### src/rtl/urng_pkg.sv
// ----------------------------------------------------------------------------
// urng_pkg: shared types and constants for the ultrasonic ranger alarm
// Phase codes, register indexes, configuration and result records.
// ----------------------------------------------------------------------------
package urng_pkg;

  // Field widths
  localparam int TPU_W  = 8;
  localparam int CM_W   = 9;
  localparam int US_W   = 20;
  localparam int ADDR_W = 3;

  // Trigger timing in microseconds
  localparam int PRE_LOW_US   = 2;
  localparam int TRIG_HIGH_US = 10;

  // Distance = micro_count * DIST_MUL / DIST_DIV, tracked incrementally
  localparam int DIST_MUL = 17;
  localparam int DIST_DIV = 1000;
  localparam int REM_W    = 10;
  localparam int DACC_W   = CM_W + 1;
  localparam int DIST_SAT = 1 << CM_W;

  // Register reset values
  localparam logic [TPU_W-1:0] RST_TICKS_PER_US = 8'd50;
  localparam logic [CM_W-1:0]  RST_MAX_RANGE_CM = 9'd400;
  localparam logic [CM_W-1:0]  RST_FAR_CM       = 9'd40;
  localparam logic [CM_W-1:0]  RST_MID_CM       = 9'd25;
  localparam logic [CM_W-1:0]  RST_NEAR_CM      = 9'd10;
  localparam logic [US_W-1:0]  RST_GUARD_US     = 20'd60000;
  localparam logic [US_W-1:0]  RST_BEEP_US      = 20'd100000;
  localparam logic [US_W-1:0]  RST_GAP_US       = 20'd300000;

  typedef enum logic [2:0] {
    PH_LOW   = 3'd0,
    PH_TRIG  = 3'd1,
    PH_WAIT  = 3'd2,
    PH_MEAS  = 3'd3,
    PH_GUARD = 3'd4,
    PH_BEEP  = 3'd5,
    PH_GAP   = 3'd6
  } phase_t;

  typedef enum logic [ADDR_W-1:0] {
    REG_TICKS_PER_US = 3'd0,
    REG_MAX_RANGE_CM = 3'd1,
    REG_FAR_CM       = 3'd2,
    REG_MID_CM       = 3'd3,
    REG_NEAR_CM      = 3'd4,
    REG_GUARD_US     = 3'd5,
    REG_BEEP_US      = 3'd6,
    REG_GAP_US       = 3'd7
  } reg_idx_t;

  typedef struct packed {
    logic [TPU_W-1:0] ticks_per_us;
    logic [CM_W-1:0]  max_range_cm;
    logic [CM_W-1:0]  far_cm;
    logic [CM_W-1:0]  mid_cm;
    logic [CM_W-1:0]  near_cm;
    logic [US_W-1:0]  guard_us;
    logic [US_W-1:0]  beep_us;
    logic [US_W-1:0]  gap_us;
  } cfg_t;

  typedef struct packed {
    logic            trigger_out;
    logic            alarm_on;
    logic [CM_W-1:0] distance_cm;
    logic            distance_update;
    logic            out_of_range;
  } res_t;

endpackage

### src/rtl/ultrasonic_ranger_alarm.sv
// ----------------------------------------------------------------------------
// ultrasonic_ranger_alarm: ultrasonic echo ranging controller with alarm
// Each accepted item is one sampled tick of the echo pin; each tick gives
// one result with trigger drive, alarm drive and the stored distance.
//
//   channel  | handshake          | payload
//   ---------+--------------------+------------------------------------------
//   input    | push / full        | in_echo_level
//   result   | empty / pop        | out_trigger_out, out_alarm_on,
//            |                    | out_distance_cm, out_distance_update,
//            |                    | out_out_of_range
//   config   | cfg_we             | cfg_addr, cfg_wdata
//
// One item per cycle sustained while the reader keeps up; a tick is stepped out
// of the tick queue and its result is registered in the result queue to be read.
// Two-entry queues sit on both sides of the sequencer, so a stalled reader
// backs up into full only after both queues fill.
// Synchronous active-low reset restores register defaults and the
// pre-trigger low phase; no clearing pass is needed.
// ----------------------------------------------------------------------------
module ultrasonic_ranger_alarm
  import urng_pkg::*;
#(
  parameter int COUNT_BITS = 20
) (
  input  logic              clk,
  input  logic              rst_n,
  // Input channel
  input  logic              push,
  output logic              full,
  input  logic              in_echo_level,
  // Result channel
  output logic              empty,
  input  logic              pop,
  output logic              out_trigger_out,
  output logic              out_alarm_on,
  output logic [CM_W-1:0]   out_distance_cm,
  output logic              out_distance_update,
  output logic              out_out_of_range,
  // Configuration
  input  logic              cfg_we,
  input  logic [ADDR_W-1:0] cfg_addr,
  input  logic [US_W-1:0]   cfg_wdata
);

  localparam int RW = $bits(res_t);

  cfg_t    cfg_r;
  logic    tick_empty;
  logic    tick_echo;
  logic    res_full;
  logic    step;
  res_t    res;
  res_t    res_q;
  logic [RW-1:0] res_q_bits;

  // Configuration registers
  always_ff @(posedge clk) begin
    if (!rst_n) begin
      cfg_r.ticks_per_us <= RST_TICKS_PER_US;
      cfg_r.max_range_cm <= RST_MAX_RANGE_CM;
      cfg_r.far_cm       <= RST_FAR_CM;
      cfg_r.mid_cm       <= RST_MID_CM;
      cfg_r.near_cm      <= RST_NEAR_CM;
      cfg_r.guard_us     <= RST_GUARD_US;
      cfg_r.beep_us      <= RST_BEEP_US;
      cfg_r.gap_us       <= RST_GAP_US;
    end else if (cfg_we) begin
      unique case (reg_idx_t'(cfg_addr))
        REG_TICKS_PER_US: cfg_r.ticks_per_us <= cfg_wdata[TPU_W-1:0];
        REG_MAX_RANGE_CM: cfg_r.max_range_cm <= cfg_wdata[CM_W-1:0];
        REG_FAR_CM:       cfg_r.far_cm       <= cfg_wdata[CM_W-1:0];
        REG_MID_CM:       cfg_r.mid_cm       <= cfg_wdata[CM_W-1:0];
        REG_NEAR_CM:      cfg_r.near_cm      <= cfg_wdata[CM_W-1:0];
        REG_GUARD_US:     cfg_r.guard_us     <= cfg_wdata;
        REG_BEEP_US:      cfg_r.beep_us      <= cfg_wdata;
        REG_GAP_US:       cfg_r.gap_us       <= cfg_wdata;
      endcase
    end
  end

  // Front: queue incoming ticks
  urng_fifo #(
    .WIDTH (1),
    .DEPTH (2)
  ) u_tick_q (
    .clk   (clk),
    .rst_n (rst_n),
    .push  (push),
    .wdata (in_echo_level),
    .full  (full),
    .pop   (step),
    .rdata (tick_echo),
    .empty (tick_empty)
  );

  // Step the sequencer when a tick waits and the result queue has room
  assign step = !tick_empty && !res_full;

  // Back: phase sequencer
  urng_core #(
    .COUNT_BITS (COUNT_BITS)
  ) u_core (
    .clk   (clk),
    .rst_n (rst_n),
    .step  (step),
    .echo  (tick_echo),
    .cfg   (cfg_r),
    .res   (res)
  );

  // Hold finished results until taken
  urng_fifo #(
    .WIDTH (RW),
    .DEPTH (2)
  ) u_res_q (
    .clk   (clk),
    .rst_n (rst_n),
    .push  (step),
    .wdata (res),
    .full  (res_full),
    .pop   (pop),
    .rdata (res_q_bits),
    .empty (empty)
  );

  assign res_q               = res_t'(res_q_bits);
  assign out_trigger_out     = res_q.trigger_out;
  assign out_alarm_on        = res_q.alarm_on;
  assign out_distance_cm     = res_q.distance_cm;
  assign out_distance_update = res_q.distance_update;
  assign out_out_of_range    = res_q.out_of_range;

  // A stepped tick always lands a result in the output queue
  a_step_delivers: assert property (@(posedge clk) disable iff (!rst_n)
    step |=> !empty)
    else $error("stepped tick produced no result");

  // Trigger and alarm phases never overlap
  a_trig_alarm_excl: assert property (@(posedge clk) disable iff (!rst_n)
    !empty |-> !(out_trigger_out && out_alarm_on))
    else $error("trigger and alarm both driven");

  // Reset leaves both queues empty
  a_reset_empty: assert property (@(posedge clk)
    !rst_n |=> (empty && !full))
    else $error("queues not empty after reset");

endmodule

### src/rtl/urng_fifo.sv
// ----------------------------------------------------------------------------
// urng_fifo: small synchronous queue
// Register-based FIFO used to decouple the tick stream from the sequencer
// and to hold finished results until they are taken.
// ----------------------------------------------------------------------------
module urng_fifo #(
  parameter int WIDTH = 1,
  parameter int DEPTH = 2
) (
  input  logic             clk,
  input  logic             rst_n,
  input  logic             push,
  input  logic [WIDTH-1:0] wdata,
  output logic             full,
  input  logic             pop,
  output logic [WIDTH-1:0] rdata,
  output logic             empty
);

  localparam int PW = (DEPTH > 1) ? $clog2(DEPTH) : 1;
  localparam int CW = $clog2(DEPTH + 1);
  localparam logic [PW-1:0] LAST = PW'(DEPTH - 1);
  localparam logic [CW-1:0] FULL_CNT = CW'(DEPTH);

  logic [WIDTH-1:0] mem_r [DEPTH];
  logic [PW-1:0]    wr_ptr_r, wr_ptr_nxt;
  logic [PW-1:0]    rd_ptr_r, rd_ptr_nxt;
  logic [CW-1:0]    cnt_r, cnt_nxt;
  logic             do_push, do_pop;

  assign full    = (cnt_r == FULL_CNT);
  assign empty   = (cnt_r == '0);
  assign do_push = push && !full;
  assign do_pop  = pop && !empty;
  assign rdata   = mem_r[rd_ptr_r];

  // Advance pointers with wrap, track fill level
  always_comb begin
    wr_ptr_nxt = wr_ptr_r;
    rd_ptr_nxt = rd_ptr_r;
    cnt_nxt    = cnt_r;
    if (do_push) begin
      wr_ptr_nxt = (wr_ptr_r == LAST) ? '0 : PW'(wr_ptr_r + 1'b1);
    end
    if (do_pop) begin
      rd_ptr_nxt = (rd_ptr_r == LAST) ? '0 : PW'(rd_ptr_r + 1'b1);
    end
    if (do_push && !do_pop) begin
      cnt_nxt = CW'(cnt_r + 1'b1);
    end else if (do_pop && !do_push) begin
      cnt_nxt = CW'(cnt_r - 1'b1);
    end
  end

  always_ff @(posedge clk) begin
    if (!rst_n) begin
      wr_ptr_r <= '0;
      rd_ptr_r <= '0;
      cnt_r    <= '0;
    end else begin
      wr_ptr_r <= wr_ptr_nxt;
      rd_ptr_r <= rd_ptr_nxt;
      cnt_r    <= cnt_nxt;
    end
  end

  // Store entry data
  always_ff @(posedge clk) begin
    if (do_push) begin
      mem_r[wr_ptr_r] <= wdata;
    end
  end

endmodule

### src/rtl/urng_core.sv
// ----------------------------------------------------------------------------
// urng_core: ranging sequencer
// Steps the trigger / echo / guard / beep / gap phase machine by one clock
// tick per step and forms the result record for that tick. Distance is
// accumulated in centimeters while the echo is counted, so no divider.
// ----------------------------------------------------------------------------
module urng_core
  import urng_pkg::*;
#(
  parameter int COUNT_BITS = 20
) (
  input  logic clk,
  input  logic rst_n,
  input  logic step,
  input  logic echo,
  input  cfg_t cfg,
  output res_t res
);

  localparam int WW = (COUNT_BITS > US_W) ? COUNT_BITS : US_W;
  localparam logic [COUNT_BITS-1:0] COUNT_MAX = '1;

  phase_t                phase_r, phase_nxt;
  logic [TPU_W-1:0]      pre_r, pre_nxt;
  logic [COUNT_BITS-1:0] mc_r, mc_nxt;
  logic [1:0]            gaps_r, gaps_nxt;
  logic [CM_W-1:0]       dist_r, dist_nxt;
  logic                  range_r, range_nxt;
  logic [DACC_W-1:0]     dacc_r, dacc_nxt;
  logic [REM_W-1:0]      rem_r, rem_nxt;

  logic [TPU_W-1:0]      tpu_eff;
  logic                  fire;
  logic [COUNT_BITS-1:0] tgt;
  logic [COUNT_BITS:0]   mc_inc;
  logic                  t_done;
  logic [REM_W-1:0]      rem_sum;
  logic                  upd;

  // Clamp a microsecond setting to the counter range
  function automatic logic [COUNT_BITS-1:0] clamp_us(input logic [US_W-1:0] d);
    logic [WW-1:0] dw;
    logic [WW-1:0] mw;
    dw = WW'(d);
    mw = WW'(COUNT_MAX);
    return (dw > mw) ? COUNT_MAX : COUNT_BITS'(d);
  endfunction

  // Prescaler and timed-phase terminal count
  always_comb begin
    tpu_eff = (cfg.ticks_per_us == '0) ? TPU_W'(1) : cfg.ticks_per_us;
    fire    = ({1'b0, pre_r} + 9'd1) >= {1'b0, tpu_eff};
    unique case (phase_r)
      PH_LOW:   tgt = COUNT_BITS'(PRE_LOW_US);
      PH_TRIG:  tgt = COUNT_BITS'(TRIG_HIGH_US);
      PH_GUARD: tgt = clamp_us(cfg.guard_us);
      PH_BEEP:  tgt = clamp_us(cfg.beep_us);
      PH_GAP:   tgt = clamp_us(cfg.gap_us);
      default:  tgt = '0;
    endcase
    mc_inc  = {1'b0, mc_r} + 1'b1;
    t_done  = (tgt == '0) || (fire && (mc_inc >= {1'b0, tgt}));
    rem_sum = rem_r + REM_W'(DIST_MUL);
  end

  // Next state for one tick
  always_comb begin
    phase_nxt = phase_r;
    pre_nxt   = pre_r;
    mc_nxt    = mc_r;
    gaps_nxt  = gaps_r;
    dist_nxt  = dist_r;
    range_nxt = range_r;
    dacc_nxt  = dacc_r;
    rem_nxt   = rem_r;
    upd       = 1'b0;
    unique case (phase_r)
      PH_LOW, PH_TRIG, PH_GUARD, PH_BEEP, PH_GAP: begin
        if (t_done) begin
          pre_nxt = '0;
          mc_nxt  = '0;
        end else if (fire) begin
          pre_nxt = '0;
          mc_nxt  = mc_inc[COUNT_BITS-1:0];
        end else begin
          pre_nxt = TPU_W'(pre_r + 1'b1);
        end
        if (t_done) begin
          priority if (phase_r == PH_LOW) begin
            phase_nxt = PH_TRIG;
          end else if (phase_r == PH_TRIG) begin
            phase_nxt = PH_WAIT;
          end else if (phase_r == PH_GUARD) begin
            phase_nxt = PH_BEEP;
          end else if (phase_r == PH_BEEP) begin
            phase_nxt = (gaps_r != 2'd0) ? PH_GAP : PH_LOW;
          end else begin
            gaps_nxt = 2'(gaps_r - 1'b1);
            if (gaps_r == 2'd1) begin
              phase_nxt = PH_LOW;
            end
          end
        end
      end
      PH_WAIT: begin
        // Echo rise: start counting on the next tick
        if (echo) begin
          pre_nxt   = '0;
          mc_nxt    = '0;
          dacc_nxt  = '0;
          rem_nxt   = '0;
          phase_nxt = PH_MEAS;
        end
      end
      PH_MEAS: begin
        if (echo) begin
          if (fire) begin
            pre_nxt = '0;
            if (mc_r != COUNT_MAX) begin
              mc_nxt = mc_inc[COUNT_BITS-1:0];
              // Carry 17/1000 cm per microsecond into the distance count
              if (rem_sum >= REM_W'(DIST_DIV)) begin
                rem_nxt = REM_W'(rem_sum - REM_W'(DIST_DIV));
                if (dacc_r != DACC_W'(DIST_SAT)) begin
                  dacc_nxt = DACC_W'(dacc_r + 1'b1);
                end
              end else begin
                rem_nxt = rem_sum;
              end
            end
          end else begin
            pre_nxt = TPU_W'(pre_r + 1'b1);
          end
        end else begin
          // Echo fell: store the reading and, if in range, pick the alarm pattern
          upd     = 1'b1;
          pre_nxt = '0;
          mc_nxt  = '0;
          if (dacc_r >= {1'b0, cfg.max_range_cm}) begin
            dist_nxt  = cfg.max_range_cm;
            range_nxt = 1'b1;
            phase_nxt = PH_LOW;
          end else begin
            dist_nxt  = dacc_r[CM_W-1:0];
            range_nxt = 1'b0;
            priority if (dacc_r >= {1'b0, cfg.far_cm}) begin
              gaps_nxt = 2'd3;
            end else if (dacc_r >= {1'b0, cfg.mid_cm}) begin
              gaps_nxt = 2'd2;
            end else if (dacc_r >= {1'b0, cfg.near_cm}) begin
              gaps_nxt = 2'd1;
            end else begin
              gaps_nxt = 2'd0;
            end
            phase_nxt = PH_GUARD;
          end
        end
      end
      default: begin
        pre_nxt   = '0;
        mc_nxt    = '0;
        phase_nxt = PH_LOW;
      end
    endcase
  end

  // Result for this tick
  always_comb begin
    res.trigger_out     = (phase_r == PH_TRIG);
    res.alarm_on        = (phase_r == PH_BEEP);
    res.distance_cm     = dist_nxt;
    res.distance_update = upd;
    res.out_of_range    = range_nxt;
  end

  always_ff @(posedge clk) begin
    if (!rst_n) begin
      phase_r <= PH_LOW;
      pre_r   <= '0;
      mc_r    <= '0;
      gaps_r  <= '0;
      dist_r  <= '0;
      range_r <= 1'b0;
      dacc_r  <= '0;
      rem_r   <= '0;
    end else if (step) begin
      phase_r <= phase_nxt;
      pre_r   <= pre_nxt;
      mc_r    <= mc_nxt;
      gaps_r  <= gaps_nxt;
      dist_r  <= dist_nxt;
      range_r <= range_nxt;
      dacc_r  <= dacc_nxt;
      rem_r   <= rem_nxt;
    end
  end

endmodule
### config.mk
export PLATFORM = sky130hd
export DESIGN_NAME = ultrasonic_ranger_alarm
export DESIGN_NICKNAME = d
export VERILOG_FILES = /design/src/rtl/urng_pkg.sv /design/src/rtl/ultrasonic_ranger_alarm.sv /design/src/rtl/urng_fifo.sv /design/src/rtl/urng_core.sv
export SDC_FILE = /design/constraint.sdc
export NUM_CORES = 1
export LEC_CHECK = 0
export BUFFER_PORTS_ARGS = -buffer_cell sky130_fd_sc_hd__buf_2
export CAP_MARGIN = 5
export CORE_MARGIN = 1.5
export CORE_UTILIZATION = 60
export DETAILED_ROUTE_END_ITERATION = 16
export GPL_ROUTABILITY_DRIVEN = 0
export GPL_TIMING_DRIVEN = 0
export PLACE_DENSITY = 0.78
export RECOVER_POWER = 50
export REMOVE_ABC_BUFFERS = 1
export SETUP_SLACK_MARGIN = 0.3
export SKIP_LAST_GASP = 1
export SLEW_MARGIN = 0
export SYNTH_ARGS = -nofsm -noshare
export SYNTH_HDL_FRONTEND = slang
export SYNTH_SLANG_ARGS = --single-unit
### constraint.sdc
create_clock -name clk -period 3.9 [get_ports clk]
set_input_delay 0.195 -clock clk [delete_from_list [all_inputs] [get_ports clk]]
set_output_delay 0.195 -clock clk [all_outputs]
set_load 0.1 [all_outputs]
Yosys cells after proc, flatten, opt, wreduce, memory -nomap -nowiden
Memories as Yosys holds them, arrays and structs flattened. A register that Yosys moved wholly into a read port is not among the register bits. Cells that the tools add are included.

Bits in latches: 0. Bits of input ports: 29. Bits in writable memories: 28. Memory bits (read-only): 0. Logic and storage cells: 204. Register bits: 175. Memories: 2. Output and inout port bits: 15.

Eq/ne operators: 35. Magnitude comparators: 10. Div/mod/pow operators: 0. Reductions and logical operators: 45. Add/subtract/negate cells: 15. Bitwise logic cells: 0. $mul: 0. Shift-type cells: 0. Muxes and demuxes: 75.

Memories: u_res_q.mem_r (words 2, width 13, read ports 1, clocked after memory_dff 1, wr ports 1, line urng_fifo.sv:25) `logic [WIDTH-1:0] mem_r [DEPTH];`; u_tick_q.mem_r (words 2, width 1, read ports 1, clocked after memory_dff 1, wr ports 1, line urng_fifo.sv:25).

Operators with widths (number): $mux W20 (9); $mux W10 (10); $pmux W20 S5 (1); $gt A20 B20 Y1 const B (3); $pmux W20 S3 (1); $ge A10 B9 Y1 (4); $mux W8 (5); $pmux W10 S2 (2); $mux W3 (10); $mux W9 (3); $mux W2 (13); $pmux W8 S3 (1); $add A20 B1 Y21 const B (1); $eq A3 B3 Y1 const B (7); $ge A21 B20 Y1 (1); $logic_not A20 Y1 (1); $ne A20 B20 Y1 const B (1); $mux W1 (18); $reduce_and A2 Y1 (9); $ne A2 B2 Y1 const B (8); $eq A3 B2 Y1 const B (4); $add A10 B1 Y10 const B (1); $add A10 B5 Y10 const B (1); $ge A10 B10 Y1 const B (1); other kinds (29) (65).

Longest topological paths before layout
Word-level depth: 8. Gate-level depth with buffers: 15. Depth with buffers taken out: 14.

By module
Synthesis repeated with hierarchy kept, for this count alone.

Cells, all modules: 1267. Area total of the unflattened synthesis: 11379.7 µm².

By module, submodules not included: urng_core (instances 1, cells an instance 781, area each 5861.9 µm²); ultrasonic_ranger_alarm (instances 1, cells an instance 393, area each 4046.4 µm²); urng_fifo at u_res_q (instances 1, cells an instance 65, area each 1166.1 µm²); urng_fifo at u_tick_q (instances 1, cells an instance 28, area each 305.3 µm²).

Worst setup path after synthesis
No wires, ideal clock.

Path kind: reg2reg. From: reg u_core.phase_r[2]. To: reg u_core.mc_r[10]. Data required time: 3.840 ns. Clock period less this slack: 3.538 ns. Cell stages (with the launch flop): 16. Data arrival time: 3.477 ns. Buffers on the path: 6. Path slack: 0.362 ns. Setup time: 0.060 ns. Path through: dfxtp_1 buf_2 clkbuf_1 buf_2 clkbuf_1 buf_1 nand2_1 ha_1 a211o_1 o211ai_1 a221oi_1 o31ai_1 a21oi_4 nor3_2 buf_2 a32o_1.

Longest elaborated chain between the ends: 7. Elaborated cells on any way between the ends: 20.

RTL lines: from (decl) (line urng_core.sv:23) `phase_t phase_r, phase_nxt;`; from (signal assigned) (line urng_core.sv:187) `phase_r <= phase_nxt;`; $eq A3 B3 Y1, or another cell as far along (line urng_core.sv:53, urng_core.sv:77); $pmux W20 S5 (line urng_core.sv:53) `unique case (phase_r)`; $ge A21 B20 Y1 (line urng_core.sv:62) `t_done = (tgt == '0) || (fire && (mc_inc >= {1'b0, tgt}));`; $logic_and A1 B1 Y1 (line urng_core.sv:62); $logic_or A1 B1 Y1 (line urng_core.sv:62); $ne A3 B1 Y1 (no source line) or $mux W20 (tied branches); $reduce_and A5 Y1 (no source line) or $pmux W20 S3 (tied branches); to (signal assigned) (line urng_core.sv:189) `mc_r <= mc_nxt;`; to (decl) (line urng_core.sv:25) `logic [COUNT_BITS-1:0] mc_r, mc_nxt;`.

Several ways; a longest one is shown, not always the timed one. A chain may end at the register's enable or synchronous reset.

Worst setup path in the final report
From: reg u_core.mc_r[0]. To: reg u_core.mc_r[15].

Longest elaborated chain between the ends: 6. Elaborated cells on any way between the ends: 14.

RTL lines: $add A20 B1 Y21 (line urng_core.sv:61) `mc_inc = {1'b0, mc_r} + 1'b1;`; $ge A21 B20 Y1 (line urng_core.sv:62); $logic_and A1 B1 Y1 (line urng_core.sv:62); $logic_or A1 B1 Y1 (line urng_core.sv:62); $ne A3 B1 Y1 (no source line) or $mux W20 (tied branches); $reduce_and A5 Y1 (no source line) or $pmux W20 S3 (tied branches).

Several ways; a longest one is shown, not always the timed one. The select of a mux whose other input is x is not followed.

==> impl_summary.txt <==
----------------------------------------------------
[Layout]
  Final cell area excluding filler cells ... 12500 µm²
  Final net count ... 1451
  Share of post-route cells with drive strength above 1 ... 12.5%
  Non-filler instance count after layout ... 1591
  Relative area change from synthesis to final layout ... 12.5%
  Number of diodes added for antenna fixing ... 0

[Routing]
  Detailed-route wire length ... 27.7 mm
  Avg WL per Cell ... 17.4 µm
  Total iterations of the first detailed-routing run ... 11
  Post-detailed-route via-to-cell ratio ... 6.10
  # DRC ... 2
  DRT iter0 DRCs ... 777
  Number of nets with antenna violations after routing ... 0
  Vias post-DR ... 9699

[STA]
  Layout Skew ... 0.00867 ns
  Worst hold slack ... 0.0431 ns
  Actual transition at the worst max-transition pin ... 1.96 ns
  Final Hold Violating Endpoints ... 0
  Final Cycle Share ... 88.8%
  Number of setup violations in the final report ... 0
  Final number of max-transition violations ... 37
  Worst slew margin ... -30.9%
  Setup repair after global routing missed its margin ... false
  Shortest period the worst path allows ... 3.46 ns
  Upper clock frequency limit ... 0.289 GHz

[Pwr]
  Max IR drop VDD ... 0.374 mV
  Pwr Total ... 5970 µW
  Power per unit of standard cell area ... 476 nW/µm²
  Leakage power ... 0.00492 µW

[Logic synthesis]
  List of most frequent post-synthesis cells ... nand2_1, dfxtp_1, a21oi_1
  Number of distinct library cells after synthesis ... 81
  Cell with the most instances after synthesis ... nand2_1
  Dominant combinational cell family by area after synthesis ... simple AND/OR/NAND/NOR gates
  Post-Synth XOR/XNOR Area ... 3.06%
  Async set-reset flop share out of synthesis ... 0%
  Summed instance area of the synthesized netlist ... 11200 µm²
  Sequential cell area fraction in the yosys report ... 39.3%
  Post-synth top area cell ... dfxtp_1
  EDFF count, synth ... 28
  Most common flop cell mapped by yosys ... dfxtp_1
  Post-synthesis sequential element count ... 205
  Top cells by area in the synthesized netlist ... dfxtp_1, nand2_1, ha_1, edfxtp_1, a21oi_1
  Post-synthesis share of cell area spent on full adders, half adders and majority gates ... 8.41%
  Multiplexer area fraction after synthesis ... 4.47%
  Average size of a mapped cell ... 8.46 µm²
  Number of instances in the synthesized netlist ... 1319
  Fraction of the mapped netlist area in simple logic gates ... 22.5%
  Yosys warning count ... 0
  Share of Yosys cell area claimed by the top area cell type ... 31.8%
  Share of the synthesized area in compound gates (AO/OA/AOI/OAI) ... 17.1%

[Floorplanning]
  Site row count ... 49
  Die Outline Area ... 19400 µm²
  Vert. Die Dim ... 139 µm
  Top Ports ... 44
  Standard cell core area ... 18100 µm²
  Die width ... 139 µm
  Initial Util ... 61.7%

[Run status]
  Violations in the final reports ... design-rule violations, max-capacitance violations, max-slew violations
  Outcome ... complete, but fails checks

[Setup path]
  Critical Path, Cell by Cell ... nand3_1 -> nor2_4 -> and3_2 -> and2_2 -> nand4_1 -> xnor2_1 -> ha_1 -> nand4_1 -> a221oi_2 -> o31ai_4 -> buf_4 -> a21oi_4 -> nor3_4 -> buf_12 -> a32o_1
  Setup slack, reg-to-reg ... 0.44 ns
  FF-to-FF path depth ... 15
  Critical Path Slowest Stage Cell ... dfxtp_4
  Kind of launch point of the worst setup path ... register
  Worst Path Buf+Inv ... 2
  Class of the most critical setup path ... reg2reg
  Critical path depth ... 15
  CP max stage delay ... 0.39 ns
  Highest net fanout along the worst path ... 13
  Launching point of the worst reg2reg path ... u_core.mc_r[0]
  Signal arrival time at the worst endpoint ... 3.85 ns
  Required arrival time at the worst endpoint ... 4.29 ns
  Cell family contributing the most delay on the critical path ... simple AND/OR/NAND/NOR gates
  Endpoint of the worst-slack reg-to-reg timing path ... u_core.mc_r[15]
  Crit path capture type ... register
  Worst path most repeated cell ... nand4_1

[GRT]
  GRT met2 Usage ... 48.4%
  First-pass GRT wire length ... 44.8 mm
  Via count of the first global-routing pass ... 9136
  Global-route congestion overflow total ... 0
  Most utilized layer in the global route result ... met2
  Combined global-route utilization of all metal layers ... 28.1%
  Met1 track utilization from global routing ... 35.7%
  Initial antenna violation count ... 0
  Largest net degree at the start of global routing ... 72
  Met3 GRT Util ... 3.13%

[Clock network]
  Clock root buffer ... clkbuf_16
  Clock transition at the register clock pins on the worst setup and hold paths after CTS ... 0.06 ns
  Clock insertion delay at the later pin of the skew report ... 0.51 ns
  Clock tree from TritonCTS ... done
  Number of buffers added by the clock tree synthesis step ... 22
  Count of clock tree sinks ... 205
  CTS Buffer Depth ... 3
  Htree depth ... 1

[Placed design]
  Post-placement cell count ... 1523
  Sum of net half-perimeters after detailed placement ... 18.3 mm
  PortBufs ... 43
  Placed standard-cell area ... 11400 µm²

[Min path]
  Worst min-delay path endpoint ... cfg_r[23]
  Class of the tightest hold or removal check ... in2reg
  Hold Path Origin ... cfg_wdata[3]
  Hold path cells ... 3

[Flow run]
  Max Cap Violations ... 1

----------------------------------------------------
## cell families (layout without fill, tap and decap cells)
logic type / count (synthesis) / in the layout
AO/OA/AOI/OAI: 285 / 286
XOR/XNOR: 39 / 39
adder cells (fa/ha/maj): 75 / 75
buffers and inverters: 134 / 176
flip-flops: 205 / 205
multiplexers: 48 / 48
AND/OR/NAND/NOR: 533 / 533
## timing repair
item                       in CTS  in global routing
buffers inserted                4                 11
hold endpoints to repair       35                  0
gates cloned                    1                  0
hold buffers                   12                  0
pin swaps                       4                 10
resized for setup              13                 29
setup endpoints to repair      38                 41
## sequential cells by signal, summed over array words and instances, names as in the netlist, named ones only
| register | cells |
|---|---|
| u_core.dist_r | 9 |
| u_core.range_r | 1 |
| u_core.pre_r | 8 |
| u_core.mc_r | 20 |
| u_tick_q.cnt_r | 2 |
| u_res_q.wr_ptr_r | 1 |
| cfg_r | 104 |
| u_tick_q.rd_ptr_r | 1 |
| u_core.phase_r | 3 |
| u_tick_q.mem_r | 2 |
| u_core.gaps_r | 2 |
| u_tick_q.wr_ptr_r | 1 |
| u_res_q.rd_ptr_r | 1 |
| u_res_q.cnt_r | 2 |
| u_core.rem_r | 10 |
| u_res_q.mem_r | 26 |
| u_core.dacc_r | 10 |
## area by class of cell
type	count	area (µm²)
clock buffers	28	614
clock inverters	11	105
well taps	229	287
flip-flops and latches	205	4410
inverters	59	224
repair buffers	78	588
multi-input cells	981	6320
fillers	1451	5540
## worst max-delay path by stage
stage               slack, ns         startpoint         endpoint
CTS                      0.31     u_core.mc_r[0]  u_core.mc_r[12]
floorplan                0.06  u_core.phase_r[1]  u_core.mc_r[10]
global placement        -1.25  u_core.phase_r[1]   u_core.mc_r[7]
detailed placement      -0.80  u_core.phase_r[0]   u_core.mc_r[7]
global route             0.23  u_core.phase_r[0]  u_core.mc_r[15]
finish                   0.44     u_core.mc_r[0]  u_core.mc_r[15]
## per-layer routing
metal  vias up  wire [µm]
li1       4729          -
met1      4580      11900
met2       318      13400
met3        72       1550
met4         0        923
met5         -          0
## worst register-to-register path: cells and delay by family, from the launching register on
kind,cells,cell delay [ns]
xor+xnor,1,0.20
fa+ha+maj,1,0.31
simple gates,7,1.16
buf+inv,2,0.35
flops,1,0.39
compound gates,4,0.94
## where the power goes
group	internal [µW]	switching (µW)	leakage (µW)
logic	344	1100	0.00285
clock network	1240	853	0.000365
registers	2330	105	0.00171
total	3920	2050	0.00492
## layout by cell type, fill, tap and decap left out, drive strengths merged, types with 28 or more instances in the layout
master / synthesis / final
inv: 58 / 58
edfxtp: 28 / 28
dfxtp: 177 / 177
mux2i: 33 / 33
nand2: 264 / 264
o21ai: 40 / 40
a21oi: 113 / 114
ha: 75 / 75
nand3: 52 / 52
buf: 22 / 62
clkbuf: 53 / 32
nor2: 72 / 72
## per-stage QoR
stage | worst slack, ns | setup TNS, ns | utilization (%)
after floorplan | 0.0600 | 0 | -
after global placement | -1.25 | -39.80 | 62.5
after detailed placement | -0.801 | -13.25 | 63.2
after CTS | 0.311 | 0 | 68.4
after global routing | 0.230 | 0 | 69.4
final | 0.439 | 0 | 69.4
(Power assumes the default switching activity.)
